<file path="config.mk">
export PLATFORM = sky130hd
export DESIGN_NAME = timer_interrupt_controller_top
export DESIGN_NICKNAME = d
export VERILOG_FILES = /design/src/design/tic_pkg.sv /design/src/design/timer_interrupt_controller_top.sv
export SDC_FILE = /design/constraint.sdc
export NUM_CORES = 1
export LEC_CHECK = 0
export BUFFER_PORTS_ARGS = -buffer_cell sky130_fd_sc_hd__buf_2
export CAP_MARGIN = 15
export CORE_ASPECT_RATIO = 1.5
export CORE_UTILIZATION = 40
export DETAILED_ROUTE_END_ITERATION = 8
export GPL_TIMING_DRIVEN = 0
export SYNTH_ARGS = -nofsm -noshare
export SYNTH_HDL_FRONTEND = slang
export SYNTH_SLANG_ARGS = --single-unit
</file>
<file path="constraint.sdc">
create_clock -name i_clk -period 4.5 [get_ports i_clk]
set_clock_uncertainty 0.2 [all_clocks]
set_input_delay 0.9 -clock i_clk [delete_from_list [all_inputs] [get_ports i_clk]]
set_output_delay 0.9 -clock i_clk [all_outputs]
set_load 0.01 [all_outputs]
</file>
<file path="src/design/tic_pkg.sv">
// ============================================================================
// tic_pkg
// Shared types, register map and helpers for the timer and interrupt block.
// ============================================================================
package tic_pkg;

    // Largest number of timers and external lines the block supports
    localparam int MAX_TIMERS    = 3;
    localparam int MAX_EXT_LINES = 3;

    // Request kinds
    typedef enum logic [1:0] {
        MODE_WRITE = 2'd0,
        MODE_EDGE  = 2'd1,
        MODE_TICK  = 2'd2,
        MODE_ACK   = 2'd3
    } t_mode;

    // Input request
    typedef struct packed {
        t_mode       mode;
        logic [8:0]  reg_offset;
        logic [15:0] write_data;
        logic [1:0]  byte_enable;
        logic [1:0]  ext_line;
        logic [2:0]  ack_level;
    } t_in_req;

    // Result
    typedef struct packed {
        logic [7:0]             irq_levels;
        logic [7:0]             ack_vector;
        logic [MAX_TIMERS-1:0]  timer_fired;
        logic                   zero_period_error;
    } t_out_req;

    // Word offsets of the decoded registers
    localparam logic [8:0] OFF_EXT_LVL   = 9'h040;  // one per external line
    localparam logic [8:0] OFF_TMR_LVL   = 9'h047;  // one per timer
    localparam logic [8:0] OFF_INT_MASK  = 9'h04a;
    localparam logic [8:0] OFF_VEC_BASE  = 9'h04d;
    localparam logic [2:0] OFF_TMR_PAGE  = 3'b100;  // offset[8:6] of timer window
    localparam logic [3:0] SUB_TMR_CTRL  = 4'h0;
    localparam logic [3:0] SUB_LIMIT_ONE = 4'h2;
    localparam logic [3:0] SUB_LIMIT_TWO = 4'h3;

    // Timer control fields
    localparam int TC_STOP_BIT    = 1;
    localparam int TC_INT_EN_BIT  = 2;
    localparam int TC_REPEAT_BIT  = 7;
    localparam int TC_LIMSEL_LSB  = 4;   // 2 bits
    localparam int TC_PRESC_LSB   = 10;  // 4 bits
    localparam int TC_CLKSRC_LSB  = 14;  // 2 bits
    localparam logic [1:0] LIMSEL_ONE   = 2'd1;
    localparam logic [1:0] LIMSEL_TWO   = 2'd2;
    localparam logic [1:0] CLKSRC_SYS   = 2'd0;
    localparam logic [3:0] PRESC_MAX    = 4'd8;

    // int_mask: line n at bit n, timer n at bit TMR_MASK_LSB + n
    localparam int TMR_MASK_LSB = 8;
    // Vector offset of timer 0 within the vector block
    localparam int TMR_VEC_OFS  = 4;

    // Byte-masked register update
    function automatic logic [15:0] merge_bytes(input logic [15:0] old_val,
                                                input logic [15:0] data,
                                                input logic [1:0]  be);
        logic [15:0] m;
        m = {{8{be[1]}}, {8{be[0]}}};
        return (old_val & ~m) | (data & m);
    endfunction

    // Timer period in ticks: selected limit << min(prescale, 8); zero for a
    // source other than the system clock or when no limit is selected
    function automatic logic [23:0] timer_period(input logic [15:0] ctrl,
                                                 input logic [15:0] lim_one,
                                                 input logic [15:0] lim_two);
        logic [23:0] lim;
        logic [3:0]  sc;
        logic [1:0]  sel;
        sel = ctrl[TC_LIMSEL_LSB +: 2];
        sc  = ctrl[TC_PRESC_LSB +: 4];
        lim = '0;
        if (sel == LIMSEL_ONE) begin
            lim = {8'h00, lim_one};
        end else if (sel == LIMSEL_TWO) begin
            lim = {8'h00, lim_two};
        end
        if (sc > PRESC_MAX) begin
            sc = PRESC_MAX;
        end
        if (ctrl[TC_CLKSRC_LSB +: 2] != CLKSRC_SYS) begin
            return '0;
        end
        return lim << sc;
    endfunction

endpackage

</file>
<file path="src/design/timer_interrupt_controller_top.sv">
// ============================================================================
// timer_interrupt_controller_top
// Programmable timers plus an eight-level interrupt controller.
// ============================================================================
//
//  channel | direction | handshake               | payload
//  --------+-----------+-------------------------+-----------------------
//  in      | to block  | i_in_valid / o_in_stall | i_in  (tic_pkg::t_in_req)
//  out     | from block| o_out_valid / i_out_stall| o_out (tic_pkg::t_out_req)
//
//  One request per clock while the result side does not stall, and one result
//  per request: request register, then one pass of decode / timer / interrupt
//  logic into the result register. The rate is set by that single pass.
//  i_rst_n (synchronous, active low) clears every state register and timer and
//  empties both stages. A stall on the result side holds the result
//  register and, once the request register is also full, stalls the input.
//
module timer_interrupt_controller_top #(
    parameter int TIMER_COUNT = tic_pkg::MAX_TIMERS,
    parameter int EXT_LINES   = tic_pkg::MAX_EXT_LINES
) (
    input  logic              i_clk,
    input  logic              i_rst_n,
    input  logic              i_in_valid,
    output logic              o_in_stall,
    input  tic_pkg::t_in_req  i_in,
    output logic              o_out_valid,
    input  logic              i_out_stall,
    output tic_pkg::t_out_req o_out
);
    import tic_pkg::*;

    // ---------------- pipeline registers ----------------
    logic     r_in_valid;
    t_in_req  r_in;
    logic     r_out_valid;
    t_out_req r_out;
    t_out_req n_out;

    // ---------------- architectural state ----------------
    logic [15:0] r_ext_lvl  [EXT_LINES];
    logic [15:0] n_ext_lvl  [EXT_LINES];
    logic [15:0] r_tmr_lvl  [TIMER_COUNT];
    logic [15:0] n_tmr_lvl  [TIMER_COUNT];
    logic [15:0] r_tmr_ctrl [TIMER_COUNT];
    logic [15:0] n_tmr_ctrl [TIMER_COUNT];
    logic [15:0] r_lim_one  [TIMER_COUNT];
    logic [15:0] n_lim_one  [TIMER_COUNT];
    logic [15:0] r_lim_two  [TIMER_COUNT];
    logic [15:0] n_lim_two  [TIMER_COUNT];
    logic [23:0] r_tmr_cnt  [TIMER_COUNT];   // zero means stopped
    logic [23:0] n_tmr_cnt  [TIMER_COUNT];
    logic [15:0] r_int_mask;
    logic [15:0] n_int_mask;
    logic [15:0] r_vec_base;
    logic [15:0] n_vec_base;
    logic [EXT_LINES-1:0] r_pending;
    logic [EXT_LINES-1:0] n_pending;
    logic [7:0]  r_lvl_vec  [8];
    logic [7:0]  n_lvl_vec  [8];
    logic [7:0]  r_held;
    logic [7:0]  n_held;

    // ---------------- flow control ----------------
    logic out_ready;   // result register can take a new result
    logic advance;     // request in stage one is processed this cycle

    assign out_ready   = !r_out_valid || !i_out_stall;
    assign advance     = r_in_valid && out_ready;
    assign o_in_stall  = r_in_valid && !out_ready;
    assign o_out_valid = r_out_valid;
    assign o_out       = r_out;

    always_ff @(posedge i_clk) begin
        if (!i_rst_n) begin
            r_in_valid  <= 1'b0;
            r_out_valid <= 1'b0;
        end else begin
            if (!o_in_stall) begin
                r_in_valid <= i_in_valid;
            end
            if (out_ready) begin
                r_out_valid <= r_in_valid;
            end
        end
    end

    always_ff @(posedge i_clk) begin
        if (!o_in_stall && i_in_valid) begin
            r_in <= i_in;
        end
        if (advance) begin
            r_out <= n_out;
        end
    end

    // ---------------- single-pass request logic ----------------
    always_comb begin
        logic [23:0] cnt_dec;
        logic [23:0] period;
        logic [2:0]  lvl;
        logic        line_hit;
        logic        err;
        logic [MAX_TIMERS-1:0] fired;
        logic [7:0]  ack_vec;

        n_ext_lvl  = r_ext_lvl;
        n_tmr_lvl  = r_tmr_lvl;
        n_tmr_ctrl = r_tmr_ctrl;
        n_lim_one  = r_lim_one;
        n_lim_two  = r_lim_two;
        n_tmr_cnt  = r_tmr_cnt;
        n_int_mask = r_int_mask;
        n_vec_base = r_vec_base;
        n_pending  = r_pending;
        n_lvl_vec  = r_lvl_vec;
        n_held     = r_held;
        cnt_dec    = '0;
        period     = '0;
        lvl        = '0;
        line_hit   = 1'b0;
        err        = 1'b0;
        fired      = '0;
        ack_vec    = '0;

        unique case (r_in.mode)
            MODE_WRITE: begin
                if (r_in.byte_enable != 2'b00) begin
                    for (int e = 0; e < EXT_LINES; e++) begin
                        if (r_in.reg_offset == OFF_EXT_LVL + 9'(e)) begin
                            n_ext_lvl[e] = merge_bytes(r_ext_lvl[e], r_in.write_data,
                                                       r_in.byte_enable);
                        end
                    end
                    for (int t = 0; t < TIMER_COUNT; t++) begin
                        if (r_in.reg_offset == OFF_TMR_LVL + 9'(t)) begin
                            n_tmr_lvl[t] = merge_bytes(r_tmr_lvl[t], r_in.write_data,
                                                       r_in.byte_enable);
                        end
                    end
                    if (r_in.reg_offset == OFF_INT_MASK) begin
                        n_int_mask = merge_bytes(r_int_mask, r_in.write_data,
                                                 r_in.byte_enable);
                    end
                    if (r_in.reg_offset == OFF_VEC_BASE) begin
                        n_vec_base = merge_bytes(r_vec_base, r_in.write_data,
                                                 r_in.byte_enable);
                    end
                    for (int t = 0; t < TIMER_COUNT; t++) begin
                        if (r_in.reg_offset[8:4] == {OFF_TMR_PAGE, 2'(t)}) begin
                            if (r_in.reg_offset[3:0] == SUB_TMR_CTRL) begin
                                n_tmr_ctrl[t] = merge_bytes(r_tmr_ctrl[t],
                                                            r_in.write_data,
                                                            r_in.byte_enable);
                                // low-byte write restarts the timer
                                if (r_in.byte_enable[0]) begin
                                    n_tmr_cnt[t] = '0;
                                    if (!n_tmr_ctrl[t][TC_STOP_BIT]) begin
                                        period = timer_period(n_tmr_ctrl[t],
                                                              r_lim_one[t], r_lim_two[t]);
                                        if (period == '0) begin
                                            err = 1'b1;
                                        end else begin
                                            n_tmr_cnt[t] = period;
                                        end
                                    end
                                end
                            end else if (r_in.reg_offset[3:0] == SUB_LIMIT_ONE) begin
                                n_lim_one[t] = merge_bytes(r_lim_one[t], r_in.write_data,
                                                           r_in.byte_enable);
                            end else if (r_in.reg_offset[3:0] == SUB_LIMIT_TWO) begin
                                n_lim_two[t] = merge_bytes(r_lim_two[t], r_in.write_data,
                                                           r_in.byte_enable);
                            end
                        end
                    end
                end
            end
            MODE_EDGE: begin
                for (int e = 0; e < EXT_LINES; e++) begin
                    if (r_in.ext_line == 2'(e)) begin
                        n_pending[e] = 1'b1;
                        line_hit     = 1'b1;
                    end
                end
                // all unmasked pending lines are served; later lines win a level
                if (line_hit) begin
                    for (int e = 0; e < EXT_LINES; e++) begin
                        if (n_pending[e] && !r_int_mask[e]) begin
                            lvl            = r_ext_lvl[e][2:0];
                            n_lvl_vec[lvl] = {r_vec_base[7:5], 5'(e)};
                            n_held[lvl]    = 1'b1;
                            n_pending[e]   = 1'b0;
                        end
                    end
                end
            end
            MODE_TICK: begin
                for (int t = 0; t < TIMER_COUNT; t++) begin
                    if (r_tmr_cnt[t] != '0) begin
                        cnt_dec      = r_tmr_cnt[t] - 24'd1;
                        n_tmr_cnt[t] = cnt_dec;
                        if (cnt_dec == '0) begin
                            fired[t] = 1'b1;
                            if (r_tmr_ctrl[t][TC_INT_EN_BIT] &&
                                !r_int_mask[TMR_MASK_LSB + t]) begin
                                lvl            = r_tmr_lvl[t][2:0];
                                n_lvl_vec[lvl] = {r_vec_base[7:5], 5'(TMR_VEC_OFS + t)};
                                n_held[lvl]    = 1'b1;
                            end
                            // repeat: reload from the current registers
                            if (r_tmr_ctrl[t][TC_REPEAT_BIT] &&
                                !r_tmr_ctrl[t][TC_STOP_BIT]) begin
                                period = timer_period(r_tmr_ctrl[t],
                                                      r_lim_one[t], r_lim_two[t]);
                                if (period == '0) begin
                                    err = 1'b1;
                                end else begin
                                    n_tmr_cnt[t] = period;
                                end
                            end
                        end
                    end
                end
            end
            MODE_ACK: begin
                ack_vec                 = r_lvl_vec[r_in.ack_level];
                n_held[r_in.ack_level]  = 1'b0;
            end
            default: begin
            end
        endcase

        n_out.irq_levels        = n_held;
        n_out.ack_vector        = ack_vec;
        n_out.timer_fired       = fired;
        n_out.zero_period_error = err;
    end

    // ---------------- state registers ----------------
    always_ff @(posedge i_clk) begin
        if (!i_rst_n) begin
            for (int e = 0; e < EXT_LINES; e++) begin
                r_ext_lvl[e] <= '0;
            end
            for (int t = 0; t < TIMER_COUNT; t++) begin
                r_tmr_lvl[t]  <= '0;
                r_tmr_ctrl[t] <= '0;
                r_lim_one[t]  <= '0;
                r_lim_two[t]  <= '0;
                r_tmr_cnt[t]  <= '0;
            end
            for (int l = 0; l < 8; l++) begin
                r_lvl_vec[l] <= '0;
            end
            r_int_mask <= '0;
            r_vec_base <= '0;
            r_pending  <= '0;
            r_held     <= '0;
        end else if (advance) begin
            r_ext_lvl  <= n_ext_lvl;
            r_tmr_lvl  <= n_tmr_lvl;
            r_tmr_ctrl <= n_tmr_ctrl;
            r_lim_one  <= n_lim_one;
            r_lim_two  <= n_lim_two;
            r_tmr_cnt  <= n_tmr_cnt;
            r_lvl_vec  <= n_lvl_vec;
            r_int_mask <= n_int_mask;
            r_vec_base <= n_vec_base;
            r_pending  <= n_pending;
            r_held     <= n_held;
        end
    end

    // ---------------- assertions ----------------
    // acknowledged level is no longer held in the result
    a_ack_drops_level: assert property (@(posedge i_clk) disable iff (!i_rst_n)
        advance && r_in.mode == MODE_ACK |=> !r_out.irq_levels[$past(r_in.ack_level)])
        else $error("acknowledged level still held");

    // timers only fire on a tick
    a_fire_on_tick: assert property (@(posedge i_clk) disable iff (!i_rst_n)
        advance && r_in.mode != MODE_TICK |=> r_out.timer_fired == '0)
        else $error("timer fired outside a tick");

    // vector only returned on acknowledge
    a_vec_on_ack: assert property (@(posedge i_clk) disable iff (!i_rst_n)
        advance && r_in.mode != MODE_ACK |=> r_out.ack_vector == '0)
        else $error("vector returned outside an acknowledge");

    // reported levels track the held state
    a_levels_match: assert property (@(posedge i_clk) disable iff (!i_rst_n)
        advance |=> r_out.irq_levels == r_held)
        else $error("result levels differ from held levels");

endmodule

</file>
==> results.cfg <==
[sta]
final_max_slew_viol_count = 0
tightestPinTransition_ps = 1290
hold_viol_final = 0
hold_slack_ps = 245
setup_slack_ps = 57.7
setup_violations = 0
min_period_ps = 4440
timing.final.crit_share_pct = 98.7
max_freq_mhz = 225
max_slew_margin_pct = 14.3
rsz0062_at_grt = false

[synth]
synth_seq_cells = 359
yosys_most_used_dff = dfxtp_1
netlist_instances = 3222
synth_edf_count = 54
synthDistinctLibCells = 95
syn_nets = 3266
yosysWarnings = 0
yosysTopAreaCell = dfxtp_1
syn_avg_cell_area_um2 = 7.87
ys_seq_area_share_pct = 30.5
synthesis.area_um2 = 25300
synth_top_cell_area_share_pct = 24.1
postSynth.asyncResetShare_pct = 0
synth_area_leaders = dfxtp_1 (24%), mux2i_1 (9.4%), edfxtp_1 (6.4%)

[pwr]
power_switching_mw = 3.14
ir_drop_v = 0.000325
combPwrFrac_pct = 23.9
power.leakage_nw = 10.0
clkPwrFrac_pct = 39.3
p_int_mw = 6.14
seq_power_share_pct = 36.8
switching_share_pct = 33.9
powerDensity_nw_per_um2 = 325

[grt]
track_usage_pct = 36.3
grt_start_max_net_pins = 22
antenna_found_initial = 0
first_global_vias = 26300
grt_overflow = 0
grt_pass1_wl_um = 175000

[outcome]
status = finished, final reports clean

[critical_path]
cp_data_arrival_time_ps = 4600
cp_max_fo = 10
path_common_cell = clkbuf_1
slowest_stage = clkbuf_1
reg2regPathDepth = 14
required_ps = 4650
r2r-end = o_out[0]$_DFFE_PP_
critPathKind = reg -> reg
regToRegStartpoint = r_in[11]$_DFFE_PP_
r2r_slack_ps = 60
slowest_delay_ps = 490
startpoint_type = flip-flop
cp-end-kind = flip-flop
path_cells = clkbuf_2, and3b_2, a21o_1, clkbuf_1, clkbuf_1, a22o_1, o22ai_1, nor2_1, a211oi_1, a21oi_1, nand2_1, nand3_1, o22a_1, o21bai_1

[clock_network]
cts.sinks = 359
holdBufCountCts = 0
clk_pin_slew_ps = 70
cts_tree = yes
cts_inserted_buffers = 40
clk_path_buf_depth = 3
htree_num_levels = 2
clock-root-buffer = clkbuf_16
clk_latency_ps = 620

[cells_and_area]
fin_cells = 4179
area.growth.synth_to_final_pct = 12.6
nNetsFinal = 3390
layout-drive-gt1-share_pct = 9.65

[floorplanning]
die_width_um = 208
boundaryPins = 60
num_rows = 112
die_h_um = 310
core_um2 = 62500
dieArea_um2 = 64400
start_util_pct = 40.6

[placement]
hpwl_um = 91500
dp_cells = 4086
io_buffers = 59
dpl_worst_slack_ps = -1250
gp_congestion = 1.01

[flow_run]
cap_viol_max_count = 0

[hold_path]
hp-start = r_lvl_vec[6]$_SDFFE_PN0P_
worstHoldEndpoint = r_lvl_vec[6]$_SDFFE_PN0P_
worstHoldPathCells = 2
hold_class = reg -> reg

[route]
vias = 27500
firstDrtPassIters = 9
route.detailed.drc = 0
drtIter0Drc = 3309
finalWirelength_um = 120000
viasPerCell = 6.59
ant_nets = 0
wl_per_cell_um = 28.7
cell families after synthesis:
logic type | count (synthesis) | synth area share [%]
multiplexers | 281 | 12.6
XOR/XNOR | 51 | 1.76
flip-flops | 359 | 30.5
adder cells (fa/ha/maj) | 6 | 0.296
AND/OR/NAND/NOR | 1281 | 25.2
buffers and inverters | 287 | 4.45
AO/OA/AOI/OAI | 957 | 25.3
synth_stat cells (42+ instances only):
master    count
o22ai_1      59
o21ai_0     227
a22o_1       60
clkbuf_1    202
a22oi_1      42
mux2i_1     237
nor2_1      411
nand3b_1     48
a21oi_1     186
nand3_1     138
nand4_1      44
dfxtp_1     305
a31oi_1      44
nor3_1       80
nand2_1     268
edfxtp_1     54
stage by stage:
step	cell area (µm²)	util [%]	total power, mW	setup TNS, ps
after floorplan	25300	-	4.83	0
after global placement	26600	42.6	5.52	-62870
after detailed placement	26800	42.8	5.52	-50270
after CTS	28300	45.2	9.16	0
after global routing	28500	45.6	9.55	0
final	28500	45.6	9.29	0
metal layers:
layer | global-route usage, % | part of all wire (%) | up-vias
met1 | 39.2 | 36 | 13100
met3 | 6.59 | 7.3 | 505
li1 | - | - | 12400
met4 | 31.3 | 9.6 | 0
met2 | 61.8 | 47 | 1512
met5 | 0 | 0 | -
how the worst max path moves through the flow:
stage                                          from                         end  depth (start not counted)
after floorplan           r_tmr_cnt[2]$_SDFFE_PN0P_  r_lvl_vec[55]$_SDFFE_PN0P_                         11
after global placement           r_in[32]$_DFFE_PP_  r_tmr_cnt[54]$_SDFFE_PN0P_                          9
after detailed placement         r_in[32]$_DFFE_PP_  r_tmr_cnt[54]$_SDFFE_PN0P_                          9
after CTS                         r_in[6]$_DFFE_PP_          o_out[0]$_DFFE_PP_                         14
after global routing              r_in[5]$_DFFE_PP_          o_out[0]$_DFFE_PP_                         14
final                            r_in[11]$_DFFE_PP_          o_out[0]$_DFFE_PP_                         14
placed cells by master, fill, tap and decap left out, types with 28 or more instances in the layout:
master	n
buf_2	89
nand3b_1	48
o21a_1	33
o221ai_1	37
xnor2_1	28
a22o_1	60
clkbuf_16	42
nor4_1	32
dfxtp_1	304
o22ai_1	59
a21oi_1	186
clkbuf_1	187
nor2b_1	29
o21ai_0	224
nand4_1	44
nand2b_1	38
or3_1	28
mux2i_1	234
a22oi_1	42
nor2_1	409
a31oi_1	44
edfxtp_1	54
nor3_1	77
inv_1	38
mux4_2	28
nand3_1	138
nand2_1	268
final cells by class:
| cell class | count | area [µm²] |
|---|---|---|
| antenna | 3 | 7.51 |
| buffer | 240 | 985 |
| clock buffer | 54 | 1110 |
| clock inverter | 20 | 289 |
| fill | 6422 | 34000 |
| inverter | 43 | 165 |
| multi-input combinational | 2576 | 16700 |
| sequential | 359 | 7730 |
| tap | 798 | 998 |
| timing repair buffer | 86 | 573 |
critical path, delay by kind of cell, from the launching register on:
kind	cells	cell delay, ps
compound gates	7	1430
flops	1	380
simple gates	4	1000
buf+inv	3	1170
power by group through the flow:
| stage | sequential [mW] | combinational (mW) | clock [mW] |
|---|---|---|---|
| 2_1_floorplan | 3.46 | 1.37 | 0 |
| 3_3_place_gp | 3.49 | 2.04 | 0 |
| 3_5_place_dp | 3.48 | 2.04 | 0 |
| 4_1_cts | 3.42 | 2.07 | 3.67 |
| 5_1_grt | 3.42 | 2.35 | 3.78 |
| 6_report | 3.42 | 2.22 | 3.65 |
what timing repair did:
| item | in CTS | in global routing |
|---|---|---|
| pin swaps | 4 | 6 |
| gates resized for setup | 34 | 31 |
| buffers inserted | 6 | 13 |
| endpoints found under the setup margin | 114 | 81 |
Note: power is estimated with default switching activity, not from simulation.
